File: config.mk
export PLATFORM = sky130hd
export DESIGN_NAME = utf16_to_utf8_encoder_core
export DESIGN_NICKNAME = d
export VERILOG_FILES = /design/src/u2u8_pkg.sv /design/src/utf16_to_utf8_encoder_core.sv /design/src/u2u8_front.sv /design/src/u2u8_queue.sv /design/src/u2u8_back.sv
export SDC_FILE = /design/constraint.sdc
export NUM_CORES = 1
export LEC_CHECK = 0
export BUFFER_PORTS_ARGS = -buffer_cell sky130_fd_sc_hd__buf_2
export CAP_MARGIN = 20
export CORE_ASPECT_RATIO = 0.75
export CORE_MARGIN = 5
export CORE_UTILIZATION = 45
export CTS_BUF_LIST = sky130_fd_sc_hd__clkbuf_4
export DETAILED_ROUTE_END_ITERATION = 7
export HOLD_SLACK_MARGIN = 0.02
export SETUP_SLACK_MARGIN = 0.4
export SYNTH_ARGS = -nofsm -noshare
export SYNTH_HDL_FRONTEND = slang
export SYNTH_SLANG_ARGS = --single-unit
File: constraint.sdc
create_clock -name clock -period 8.65 [get_ports clock]
set_input_delay 0.4325 -clock clock [delete_from_list [all_inputs] [get_ports clock]]
set_output_delay 0.4325 -clock clock [all_outputs]
set_load 0.05 [all_outputs]
File: src/u2u8_pkg.sv
package u2u8_pkg;

   localparam int QUEUE_DEPTH = 4;

   localparam logic [5:0]  SURR_HIGH_TAG = 6'b110110;  // 0xD800 .. 0xDBFF
   localparam logic [5:0]  SURR_LOW_TAG  = 6'b110111;  // 0xDC00 .. 0xDFFF
   localparam logic [15:0] SURR_HIGH_BASE = 16'hD800;
   localparam logic [20:0] SUPP_BASE      = 21'h10000;

   localparam logic [7:0] LEAD1_MASK = 8'h00;
   localparam logic [7:0] LEAD2_MASK = 8'hC0;
   localparam logic [7:0] LEAD3_MASK = 8'hE0;
   localparam logic [7:0] LEAD4_MASK = 8'hF0;
   localparam logic [7:0] CONT_MASK  = 8'h80;

   typedef struct packed {
      logic [15:0] code_unit;
      logic        end_of_string;
   } req_payload_type;

   typedef struct packed {
      logic [7:0] utf8_byte;
      logic       last_byte;
   } rsp_payload_type;

   // One queue entry: an optional flushed high surrogate, then an optional code point.
   typedef struct packed {
      logic        flush_valid;
      logic [9:0]  flush_bits;
      logic        main_valid;
      logic [20:0] main_cp;
      logic        last;
   } job_type;

   // Queue status seen by the front and back ends.
   typedef struct packed {
      logic full;
      logic empty;
   } queue_status_type;

   function automatic logic [2:0] utf8_len(input logic [20:0] cp);
      logic [2:0] len;
      if (cp < 21'h80) begin
         len = 3'd1;
      end else if (cp < 21'h800) begin
         len = 3'd2;
      end else if (cp < SUPP_BASE) begin
         len = 3'd3;
      end else begin
         len = 3'd4;
      end
      return len;
   endfunction

   // Byte idx (0 = lead) of the len-byte encoding of cp.
   function automatic logic [7:0] utf8_byte_at(input logic [20:0] cp, input logic [2:0] len,
                                               input logic [1:0] idx);
      logic [7:0] b;
      logic [1:0] grp;
      grp = 2'(len - 3'd1 - {1'b0, idx});
      if (idx == 2'd0) begin
         case (len)
            3'd1:    b = LEAD1_MASK | {1'b0, cp[6:0]};
            3'd2:    b = LEAD2_MASK | {3'b000, cp[10:6]};
            3'd3:    b = LEAD3_MASK | {4'b0000, cp[15:12]};
            default: b = LEAD4_MASK | {5'b00000, cp[20:18]};
         endcase
      end else begin
         case (grp)
            2'd0:    b = CONT_MASK | {2'b00, cp[5:0]};
            2'd1:    b = CONT_MASK | {2'b00, cp[11:6]};
            default: b = CONT_MASK | {2'b00, cp[17:12]};
         endcase
      end
      return b;
   endfunction

endpackage

File: src/utf16_to_utf8_encoder_core.sv
// UTF-16 to UTF-8 transcoder. Each req transaction carries one 16-bit code unit and an
// end_of_string flag; each rsp transaction carries one UTF-8 byte, with last_byte set on
// the final byte of the string. A high surrogate is held until the next unit: a following
// low surrogate makes a 4-byte sequence, anything else flushes the held surrogate as a
// 3-byte sequence before the new unit. Lone low surrogates encode as 3 bytes. end_of_string
// flushes anything held. Timing: the front end takes one unit per cycle while the job queue
// (QueueDepth entries) has room; the back end sends one byte per cycle while a job is queued
// and rsp_stall is low. A unit yields 1 to 3 bytes for BMP values, 4 per surrogate pair
// (two units), and up to 6 when a held surrogate is flushed. A held high surrogate in
// mid-string produces no byte. Sustained throughput is set by the one-byte rsp port.
// When idle, a unit passes through the job queue and the registered output to the rsp port.
module utf16_to_utf8_encoder_core #(
   parameter int QueueDepth = u2u8_pkg::QUEUE_DEPTH
) (
   input  logic                      clock,
   input  logic                      reset,
   // code unit input
   input  logic                      req_valid,
   output logic                      req_stall,
   input  u2u8_pkg::req_payload_type req_payload,
   // byte output
   output logic                      rsp_valid,
   input  logic                      rsp_stall,
   output u2u8_pkg::rsp_payload_type rsp_payload
);

   u2u8_pkg::queue_status_type q_status;
   u2u8_pkg::job_type          push_job, head_job;
   logic                       push, pop, held_valid;

   // Front end: surrogate pairing, emits one job per unit that yields bytes.
   u2u8_front u_front (
      .clock      (clock),
      .reset      (reset),
      .req_valid  (req_valid),
      .req_stall  (req_stall),
      .req_payload(req_payload),
      .q_status   (q_status),
      .push       (push),
      .push_job   (push_job),
      .held_valid (held_valid)
   );

   // Job queue decouples unit intake from byte output.
   u2u8_queue #(
      .QueueDepth(QueueDepth)
   ) u_queue (
      .clock   (clock),
      .reset   (reset),
      .push    (push),
      .push_job(push_job),
      .pop     (pop),
      .head_job(head_job),
      .q_status(q_status)
   );

   // Back end: serializes each job into bytes, registered output.
   u2u8_back u_back (
      .clock      (clock),
      .reset      (reset),
      .q_status   (q_status),
      .head_job   (head_job),
      .pop        (pop),
      .rsp_valid  (rsp_valid),
      .rsp_stall  (rsp_stall),
      .rsp_payload(rsp_payload)
   );

`ifndef SYNTHESIS
   // no push into a full queue
   a_no_overflow: assert property (@(posedge clock) disable iff (reset)
      push |-> !q_status.full)
      else $error("job pushed into full queue");

   // no pop from an empty queue
   a_no_underflow: assert property (@(posedge clock) disable iff (reset)
      pop |-> !q_status.empty)
      else $error("job popped from empty queue");

   // end of string leaves nothing held
   a_eos_flush: assert property (@(posedge clock) disable iff (reset)
      (req_valid && !req_stall && req_payload.end_of_string) |=> !held_valid)
      else $error("surrogate still held after end of string");
`endif

endmodule

File: src/u2u8_front.sv
module u2u8_front (
   input  logic                       clock,
   input  logic                       reset,
   input  logic                       req_valid,
   output logic                       req_stall,
   input  u2u8_pkg::req_payload_type  req_payload,
   input  u2u8_pkg::queue_status_type q_status,
   output logic                       push,
   output u2u8_pkg::job_type          push_job,
   output logic                       held_valid
);

   logic       held_valid_ff, held_valid_in;
   logic [9:0] held_bits_ff, held_bits_in;
   logic       accept, is_low, is_high;

   assign req_stall  = q_status.full;
   assign accept     = req_valid && !q_status.full;
   assign is_low     = req_payload.code_unit[15:10] == u2u8_pkg::SURR_LOW_TAG;
   assign is_high    = req_payload.code_unit[15:10] == u2u8_pkg::SURR_HIGH_TAG;
   assign held_valid = held_valid_ff;

   always_comb begin
      held_valid_in          = held_valid_ff;
      held_bits_in           = held_bits_ff;
      push_job.flush_valid   = 1'b0;
      push_job.flush_bits    = held_bits_ff;
      push_job.main_valid    = 1'b0;
      push_job.main_cp       = {5'b00000, req_payload.code_unit};
      push_job.last          = req_payload.end_of_string;
      if (accept) begin
         held_valid_in = 1'b0;
         held_bits_in  = '0;
         if (held_valid_ff && is_low) begin
            // surrogate pair completes
            push_job.main_valid = 1'b1;
            push_job.main_cp    = u2u8_pkg::SUPP_BASE +
                                  {1'b0, held_bits_ff, req_payload.code_unit[9:0]};
         end else begin
            push_job.flush_valid = held_valid_ff;
            if (is_high && !req_payload.end_of_string) begin
               held_valid_in = 1'b1;
               held_bits_in  = req_payload.code_unit[9:0];
            end else begin
               push_job.main_valid = 1'b1;
            end
         end
      end
   end

   assign push = accept && (push_job.flush_valid || push_job.main_valid);

   always_ff @(posedge clock) begin
      if (reset) begin
         held_valid_ff <= 1'b0;
         held_bits_ff  <= '0;
      end else begin
         held_valid_ff <= held_valid_in;
         held_bits_ff  <= held_bits_in;
      end
   end

endmodule

File: src/u2u8_queue.sv
module u2u8_queue #(
   parameter int QueueDepth = u2u8_pkg::QUEUE_DEPTH
) (
   input  logic                       clock,
   input  logic                       reset,
   input  logic                       push,
   input  u2u8_pkg::job_type          push_job,
   input  logic                       pop,
   output u2u8_pkg::job_type          head_job,
   output u2u8_pkg::queue_status_type q_status
);

   localparam int PtrWidth = (QueueDepth > 1) ? $clog2(QueueDepth) : 1;
   localparam int CntWidth = $clog2(QueueDepth + 1);

   u2u8_pkg::job_type     entries_ff [QueueDepth];
   logic [PtrWidth-1:0]   wr_ptr_ff, wr_ptr_in, rd_ptr_ff, rd_ptr_in;
   logic [CntWidth-1:0]   count_ff, count_in;

   assign q_status.full  = count_ff == CntWidth'(QueueDepth);
   assign q_status.empty = count_ff == '0;
   assign head_job       = entries_ff[rd_ptr_ff];

   always_comb begin
      wr_ptr_in = wr_ptr_ff;
      rd_ptr_in = rd_ptr_ff;
      count_in  = count_ff;
      if (push) begin
         wr_ptr_in = (wr_ptr_ff == PtrWidth'(QueueDepth - 1)) ? '0 : wr_ptr_ff + 1'b1;
      end
      if (pop) begin
         rd_ptr_in = (rd_ptr_ff == PtrWidth'(QueueDepth - 1)) ? '0 : rd_ptr_ff + 1'b1;
      end
      if (push && !pop) begin
         count_in = count_ff + 1'b1;
      end else if (pop && !push) begin
         count_in = count_ff - 1'b1;
      end
   end

   always_ff @(posedge clock) begin
      if (reset) begin
         wr_ptr_ff <= '0;
         rd_ptr_ff <= '0;
         count_ff  <= '0;
      end else begin
         wr_ptr_ff <= wr_ptr_in;
         rd_ptr_ff <= rd_ptr_in;
         count_ff  <= count_in;
      end
   end

   always_ff @(posedge clock) begin
      if (push) begin
         entries_ff[wr_ptr_ff] <= push_job;
      end
   end

endmodule

File: src/u2u8_back.sv
module u2u8_back (
   input  logic                       clock,
   input  logic                       reset,
   input  u2u8_pkg::queue_status_type q_status,
   input  u2u8_pkg::job_type          head_job,
   output logic                       pop,
   output logic                       rsp_valid,
   input  logic                       rsp_stall,
   output u2u8_pkg::rsp_payload_type  rsp_payload
);

   logic                      in_main_ff, in_main_in;
   logic [1:0]                idx_ff, idx_in;
   logic                      rsp_valid_ff, rsp_valid_in;
   u2u8_pkg::rsp_payload_type rsp_payload_ff, rsp_payload_in;

   logic        cur_is_flush, seg_done, job_done, advance;
   logic [20:0] cur_cp;
   logic [2:0]  cur_len;

   assign cur_is_flush = head_job.flush_valid && !in_main_ff;
   assign cur_cp       = cur_is_flush ?
                         {5'b00000, u2u8_pkg::SURR_HIGH_BASE | {6'b000000, head_job.flush_bits}}
                         : head_job.main_cp;
   assign cur_len      = cur_is_flush ? 3'd3 : u2u8_pkg::utf8_len(cur_cp);
   assign seg_done     = idx_ff == 2'(cur_len - 3'd1);
   assign job_done     = seg_done && (!cur_is_flush || !head_job.main_valid);
   assign advance      = !q_status.empty && (!rsp_valid_ff || !rsp_stall);
   assign pop          = advance && job_done;

   always_comb begin
      in_main_in     = in_main_ff;
      idx_in         = idx_ff;
      rsp_valid_in   = rsp_valid_ff && rsp_stall;
      rsp_payload_in = rsp_payload_ff;
      if (advance) begin
         rsp_valid_in             = 1'b1;
         rsp_payload_in.utf8_byte = u2u8_pkg::utf8_byte_at(cur_cp, cur_len, idx_ff);
         rsp_payload_in.last_byte = job_done && head_job.last;
         if (job_done) begin
            in_main_in = 1'b0;
            idx_in     = '0;
         end else if (seg_done) begin
            in_main_in = 1'b1;
            idx_in     = '0;
         end else begin
            idx_in = idx_ff + 1'b1;
         end
      end
   end

   always_ff @(posedge clock) begin
      if (reset) begin
         in_main_ff   <= 1'b0;
         idx_ff       <= '0;
         rsp_valid_ff <= 1'b0;
      end else begin
         in_main_ff   <= in_main_in;
         idx_ff       <= idx_in;
         rsp_valid_ff <= rsp_valid_in;
      end
   end

   always_ff @(posedge clock) begin
      rsp_payload_ff <= rsp_payload_in;
   end

   assign rsp_valid   = rsp_valid_ff;
   assign rsp_payload = rsp_payload_ff;

endmodule
==> summary.txt, run 1 <==
Worst setup path
  • Kind of critical path: reg -> reg
  • CP arrival: 5650 ps
  • R2r setup slk: 3500 ps
  • CP max stage delay: 860 ps
  • Crit. End Element: flop
  • Startpoint Class: flop
  • Crit-path slowest cell: dfxtp_2
  • Crit-path cells: buf_4 > mux4_2 > nor3_1 > nand2_1 > and2b_1 > a21oi_1 > ha_1 > xor2_1 > nand2_1 > nor3_2 > inv_1 > ha_1 > inv_1 > fa_1 > xor2_1 > or3_1 > a21oi_1
  • WP data required: 9140 ps
  • CP Max Fanout: 22

Timing
  • Final Cycle Share: 59.56%
  • RSZ-0062 raised after global routing: no
  • Max Clock Skew: 21.80 ps
  • Hold WS: 88.68 ps
  • Setup TNS Final: 0 ps
  • Final Hold Vio Count: 0
  • Final setup viols: 0
  • Worst-Margin Slew: 798.9 ps
  • F_max: 194.1 MHz
  • Max-slew violation count: 0
  • Min cycle time layout: 5152 ps
  • Relative max-transition margin: 46.33%

Synthesis
  • Synth Register Bits: 169
  • Synth Net Count: 466
  • Synth warn: 0
  • Post-synth EDFFs: 145
  • Ys flop type: edfxtp_1
  • Number of distinct library cells after synthesis: 49
  • Yosys top cell by area: edfxtp_1
  • Synthesized cell area: 7019 µm²
  • Post-synth top area share: 62.03%
  • Async SR Flop Fraction: 0%
  • Cells after Synth: 433
  • Mean Syn Cell Area: 16.21 µm²
  • Top post-synthesis cells by area: edfxtp_1 (62%), mux4_2 (11%), dfxtp_1 (6.8%)
  • Post-synthesis sequential area ratio: 68.88%

Placement
  • Placement-stage cell area: 7393 µm²
  • HPWL Detailed: 9838 µm
  • Buffers added on ports: 31
  • GPL Wtd Cong: 0.8847

GRT
  • Total track usage: 17.06%
  • First-pass GRT wire length: 23,100 µm
  • Antenna violations before repair: 0
  • Vias in the first global route: 3,841
  • Gr ovfl total: 0
  • Maximum number of pins on one net before global-route repair: 35

Floorplanning
  • Die area: 18,220 µm²
  • Row cnt: 39
  • Core area: 15,270 µm²
  • Die Ht: 118.2 µm
  • Num ports: 32
  • Die W: 154.2 µm
  • Initial Util: 45.96%

Drt
  • Detailed Route WL: 15,120 µm
  • Routed Antenna Nets: 0
  • Pre-antenna DRT Iters: 5
  • # DRC: 0
  • Initial DRC count: 343
  • Routed length per instance: 21.82 µm
  • Via count: 3,961
  • DR vias/cell: 5.716

Finish
  • Final core utilization: 50.31%
  • Ant diodes: 0
  • Proportion of layout cells with a drive suffix above 1: 23.57%
  • Fillers: 1,280
  • Area delta synth->final: 9.465%
  • Fin nets: 508
  • Fin area: 7684 µm²

Run
  • Max Cap Viol: 0

Clocking
  • Clock Pin Slew Worst Setup and Hold Paths: 150 ps
  • Root Buffer Master: clkbuf_4
  • Inserted Clock Buffers: 17
  • Hold-fix buffers at CTS: 0
  • # resized after CTS: 0
  • Setup Fix Bufs, Post-CTS: 0
  • Clock Path Buffers: 2
  • CTS tree: built
  • H-tree depth: 4
  • Worst-skew pair later-pin latency: 560 ps
  • Clock sinks: 169

Power and ir drop
  • Worst VDD drop: 0.1621 mV
  • Clock Power Share: 18.6%
  • Pwr dens: 317.1 nW/µm²
  • Leak pwr: 2.586 nW
  • NetSw: 0.9019 mW
  • Cell internal pwr: 1.534 mW
  • Final Total Pwr: 2.436 mW
  • Seq pwr share: 43.8%
  • Comb pwr share: 37.6%
  • Sw Ratio: 37.02%

Worst hold path
  • Worst min-delay path category: in -> reg

Outcome
  • Status: completed
final cells by class:
type | instances | area, µm² | share of cell area (%)
sequential | 169 | 4836 | 62.94
multi-input combinational | 234 | 2029 | 26.41
tap | 205 | 256.5 | 3.338
timing repair buffer | 40 | 222.7 | 2.899
clock inverter | 13 | 147.6 | 1.922
clock buffer | 19 | 142.6 | 1.856
inverter | 13 | 48.80 | 0.6351
cells in the final DEF, fill, tap and decap left out, types with 11 or more instances in the layout:
cell type | synthesis | layout
dfxtp_1 | 24 | 23
nand2_1 | 37 | 37
mux2i_1 | 13 | 13
buf_2 | 6 | 31
a21oi_1 | 24 | 24
inv_1 | 13 | 13
nand3_1 | 14 | 14
edfxtp_1 | 145 | 145
ha_1 | 11 | 11
nor2_1 | 28 | 28
clkbuf_4 | 0 | 19
mux4_2 | 33 | 33
path summary, 6_finish.rpt:
kind                               start                            endpoint  cells after the start
max                                 flop    u_queue.count_ff[2]$_SDFFE_PP0P_                     17
min                       req_payload[4]  u_queue.entries_ff[2][4]$_DFFE_PP_                      1
max reg2reg                         flop    u_queue.count_ff[2]$_SDFFE_PP0P_                     17
min reg2reg  u_back.rsp_valid$_SDFF_PP0_         u_back.rsp_valid$_SDFF_PP0_                      2
through the flow:
stage | instances | worst slack [ps]
finish | 693 | 3498
CTS | 693 | 3443
global route | 693 | 3033
floorplan | 433 | 4776
global placement | 661 | 3592
detailed placement | 661 | 3476
registers in the layout, summed over array words and instances, names as in the netlist, named ones only:
register,flops
u_queue.count_ff,3
u_queue.entries_ff,136
u_front.held_bits_ff,10
u_back.rsp_payload,9
u_back.idx_ff,2
u_back.rsp_valid,1
u_back.in_main_ff,1
u_queue.rd_ptr_ff,2
u_queue.wr_ptr_ff,2
u_front.held_valid,1
layer usage:
metal	routed length, µm	part of all wire, %	track usage [%]	vias to the layer above
met3	1085	7.2	3.581	20
met5	0	0	0	-
met2	6648	44	23.88	152
met4	250	1.7	5.240	0
met1	7135	47	26.78	2011
li1	-	-	-	1778
synthesized netlist by cell type (4+ instances only):
| cell type | count |
|---|---|
| nand2_1 | 37 |
| xor2_1 | 5 |
| nand3_1 | 14 |
| o21ai_0 | 5 |
| clkbuf_1 | 6 |
| inv_1 | 13 |
| buf_2 | 6 |
| a21oi_1 | 24 |
| ha_1 | 11 |
| edfxtp_1 | 145 |
| nor2_1 | 28 |
| and2_1 | 6 |
| nor3_1 | 5 |
| buf_6 | 4 |
| mux4_2 | 33 |
| mux2i_1 | 13 |
| dfxtp_1 | 24 |
worst max-delay path: cells and delay by family (launching register included):
kind	cells	cell delay, ps
simple gates	6	1550
xor+xnor	2	520
buf+inv	3	610
flops	1	860
mux	1	570
compound gates	2	250
fa+ha+maj	3	700
power groups by stage:
stage | combinational, mW | sequential (mW) | clock [mW]
floorplan | 0.654 | 1.12 | 0
global placement | 0.900 | 1.09 | 0
detailed placement | 0.907 | 1.09 | 0
CTS | 0.912 | 1.07 | 0.462
global route | 0.992 | 1.08 | 0.502
finish | 0.916 | 1.07 | 0.453
logic make-up (layout without fill, tap and decap cells):
| group | after synthesis | after routing | synth area share, % |
|---|---|---|---|
| flip-flops | 169 | 169 | 68.88 |
| AND/OR/NAND/NOR | 110 | 110 | 7.576 |
| AO/OA/AOI/OAI | 56 | 56 | 5.098 |
| multiplexers | 49 | 49 | 12.92 |
| buffers and inverters | 30 | 85 | 2.299 |
| adder cells (fa/ha/maj) | 12 | 12 | 2.246 |
| XOR/XNOR | 7 | 7 | 0.9804 |
No activity file was read; power rests on OpenSTA's default activity.
==> run 2: changes to the inputs <==
clock period = 4.88 ns   (was 8.65 ns; I/O delays follow)
==> run 2 against run 1 <==
  * Clock skew down 3.6 ps
  * Sequential power up 74%
  * Largest power group unchanged
  * Power up 80%
  * Via count up 2.5%
  * Die area unchanged
  * Routed wire length up 1.7%
  * First-iteration DRC count down 11%
  * Count of clock-buffer cells in the layout up 1
  * Non-clock buffer count up 28
==> summary.txt, run 2 (same netlist as run 1, synthesis figures left out) <==
Outcome
  • Status: completed

Run
  • Max Cap Viol: 0 (unchanged)

Drt
  • Routed Antenna Nets: 0 (unchanged)
  • Via count: 4,062 (+2.5%)
  • Routed length per instance: 21.33 µm (-2.2%)
  • Detailed Route WL: 15,380 µm (+1.7%)
  • # DRC: 0 (unchanged)
  • Initial DRC count: 305 (-11%)
  • Pre-antenna DRT Iters: 5 (unchanged)
  • DR vias/cell: 5.634 (-1.4%)

Clocking
  • Inserted Clock Buffers: 17 (unchanged)
  • Clock Pin Slew Worst Setup and Hold Paths: 130 ps (-20 ps)
  • CTS tree: built
  • Clock sinks: 169 (unchanged)
  • Clock Path Buffers: 2 (unchanged)
  • H-tree depth: 4 (unchanged)
  • Worst-skew pair later-pin latency: 560 ps (about the same)
  • Root Buffer Master: clkbuf_4

Power and ir drop
  • Sw Ratio: 37.18% (+0.16 points)
  • Leak pwr: 2.708 nW (+4.7%)
  • Seq pwr share: 42.4% (-1.4 points)
  • Worst VDD drop: 0.2989 mV (+84%)
  • NetSw: 1.631 mW (+81%)
  • Cell internal pwr: 2.755 mW (+80%)
  • Clock Power Share: 16.8% (-1.8 points)
  • Comb pwr share: 40.8% (+3.2 points)
  • Final Total Pwr: 4.385 mW (+80%)
  • Pwr dens: 553.9 nW/µm² (+75%)

Placement
  • GPL Wtd Cong: 0.8746 (-1.1%)
  • Placed cells: 669 (+1.2%)
  • HPWL Detailed: 10,580 µm (+7.6%)
  • Placement-stage cell area: 7453 µm² (+0.81%)
  • Buffers added on ports: 31 (unchanged)

Finish
  • Most frequent cells in the layout: edfxtp_1 (145), nand2_1 (37), mux4_2 (33)
  • Fin nets: 536 (+5.5%)
  • Fin area: 7916 µm² (+3.0%)
  • Ant diodes: 0 (unchanged)
  • Fillers: 1,288 (+0.63%)
  • Area delta synth->final: 12.78%
  • Largest Register: u_queue.entries_ff
  • Proportion of layout cells with a drive suffix above 1: 25.58% (+2.0 points)
  • Cell Count, Final, Fillers Out: 721 (+4.0%)
  • Max reg flops: 136 (unchanged)
  • Commonest non-fill, non-tap cell in the layout: edfxtp_1

Worst setup path
  • CP max stage delay: 560 ps (-300 ps)
  • Startpoint Class: flop
  • Buf+Inv Stages, Crit Path: 3 (unchanged)
  • WP data required: 5370 ps (-3770 ps)
  • Crit-path slowest cell: mux4_2
  • Cell family with most CP delay: simple AND/OR/NAND/NOR gates
  • R2r setup slk: 650 ps (-2850 ps)
  • Crit-path cells: buf_4 > mux4_2 > nor4_2 > and4b_1 > and2b_1 > a21oi_1 > ha_1 > xor2_4 > nand2_1 > nor3_4 > inv_1 > ha_1 > inv_1 > fa_1 > xor2_1 > or3_1 > a21oi_1
  • Kind of critical path: reg -> reg
  • CP Max Fanout: 11 (-50%)
  • Crit. End Element: flop
  • CP arrival: 4730 ps (-920 ps)

GRT
  • Antenna violations before repair: 0 (unchanged)
  • First-pass GRT wire length: 23,970 µm (+3.8%)
  • Total track usage: 17.43% (+0.37 points)
  • Maximum number of pins on one net before global-route repair: 30 (-14%)
  • Vias in the first global route: 4,091 (+6.5%)
  • Gr ovfl total: 0 (unchanged)

Floorplanning
  • Die Ht: 118.2 µm (unchanged)
  • Num ports: 32 (unchanged)
  • Core area: 15,270 µm² (unchanged)
  • Die area: 18,220 µm² (unchanged)
  • Row cnt: 39 (unchanged)
  • Initial Util: 45.96% (unchanged)
  • Die W: 154.2 µm (unchanged)

Worst hold path
  • Worst min-delay path category: in -> reg

Timing
  • Relative max-transition margin: 48.43% (+2.1 points)
  • Worst-Margin Slew: 767.7 ps (-31.15 ps)
  • Max Clock Skew: 18.16 ps (-3.641 ps)
  • Final Cycle Share: 86.78% (+27 points)
  • F_max: 236.1 MHz (+22%)
  • Final Hold Vio Count: 0 (unchanged)
  • RSZ-0062 raised after global routing: no
  • Final setup viols: 0 (unchanged)
  • Min cycle time layout: 4235 ps (-917.3 ps)
  • Max-slew violation count: 0 (unchanged)
  • Setup TNS Final: 0 ps (unchanged)
==> run 2: changes by cell type in the layout (fill, tap and decap cells not counted), sizes merged <==
cell,change
buf,+16
bufinv,-1
clkbuf,+1
clkinv,+1
clkinvlp,+1
dlygate4sd3,+12
inv,-2
==> run 2: power groups by stage <==
stage          logic (mW)  registers, mW  clock network [mW]
3_5_place_dp         1.66           1.91                   0
4_1_cts              1.69           1.88               0.752
6_report             1.79           1.86               0.737
3_3_place_gp         1.63           1.90                   0
5_1_grt              1.93           1.88               0.818
2_1_floorplan        1.16           1.99                   0
==> run 2: tightest hold or removal path: stages <==
cell and delay [ps]:
buf_2 90, nand2_1 50, nand2_1 130
==> run 2: layout make-up <==
class | instances | area [µm²] | share of cell area [%]
flip-flops and latches | 169 | 4840 | 61.13
multi-input cells | 234 | 2054 | 25.95
repair buffers | 68 | 462.9 | 5.848
well taps | 205 | 256.5 | 3.240
clock buffers | 20 | 150.1 | 1.897
clock inverters | 12 | 103.9 | 1.312
inverters | 13 | 48.80 | 0.6164
==> run 2: final timing paths <==
kind                            depth (start not counted)                                   to                         from
worst max-delay path                                   17     u_queue.count_ff[2]$_SDFFE_PP0P_                         flop
worst min-delay path                                    3  u_queue.entries_ff[3][13]$_DFFE_PP_              req_payload[13]
worst max register to register                         17     u_queue.count_ff[2]$_SDFFE_PP0P_                         flop
worst min register to register                          2          u_back.rsp_valid$_SDFF_PP0_  u_back.rsp_valid$_SDFF_PP0_
==> run 2: metal layers <==
metal	part of all wire [%]	global-route usage, %	vias up	wire, µm
li1	-	-	1836	-
met5	0	0	-	0
met3	5.5	3.544	19	840
met1	48	26.48	2094	7376
met2	46	25.90	113	7007
met4	1.0	4.413	0	156
==> run 2: repair_timing <==
action | CTS | global route
buffers inserted | 0 | 8
hold buffers | 12 | 0
hold endpoints to repair | 55 | 0
gates resized for setup | 3 | 2
endpoints found under the setup margin | 2 | 3
==> run 2: stage by stage <==
stage / setup WS [ps] / hold WS (ps) / util (%)
2_1_floorplan: 1006 / 313.1 / -
3_3_place_gp: 435.5 / 462.5 / 48.80
3_5_place_dp: 239.4 / 469.5 / 48.80
4_1_cts: 487.3 / 46.30 / 51.32
5_1_grt: 393.7 / 49.64 / 51.83
6_report: 645.3 / 77.34 / 51.83
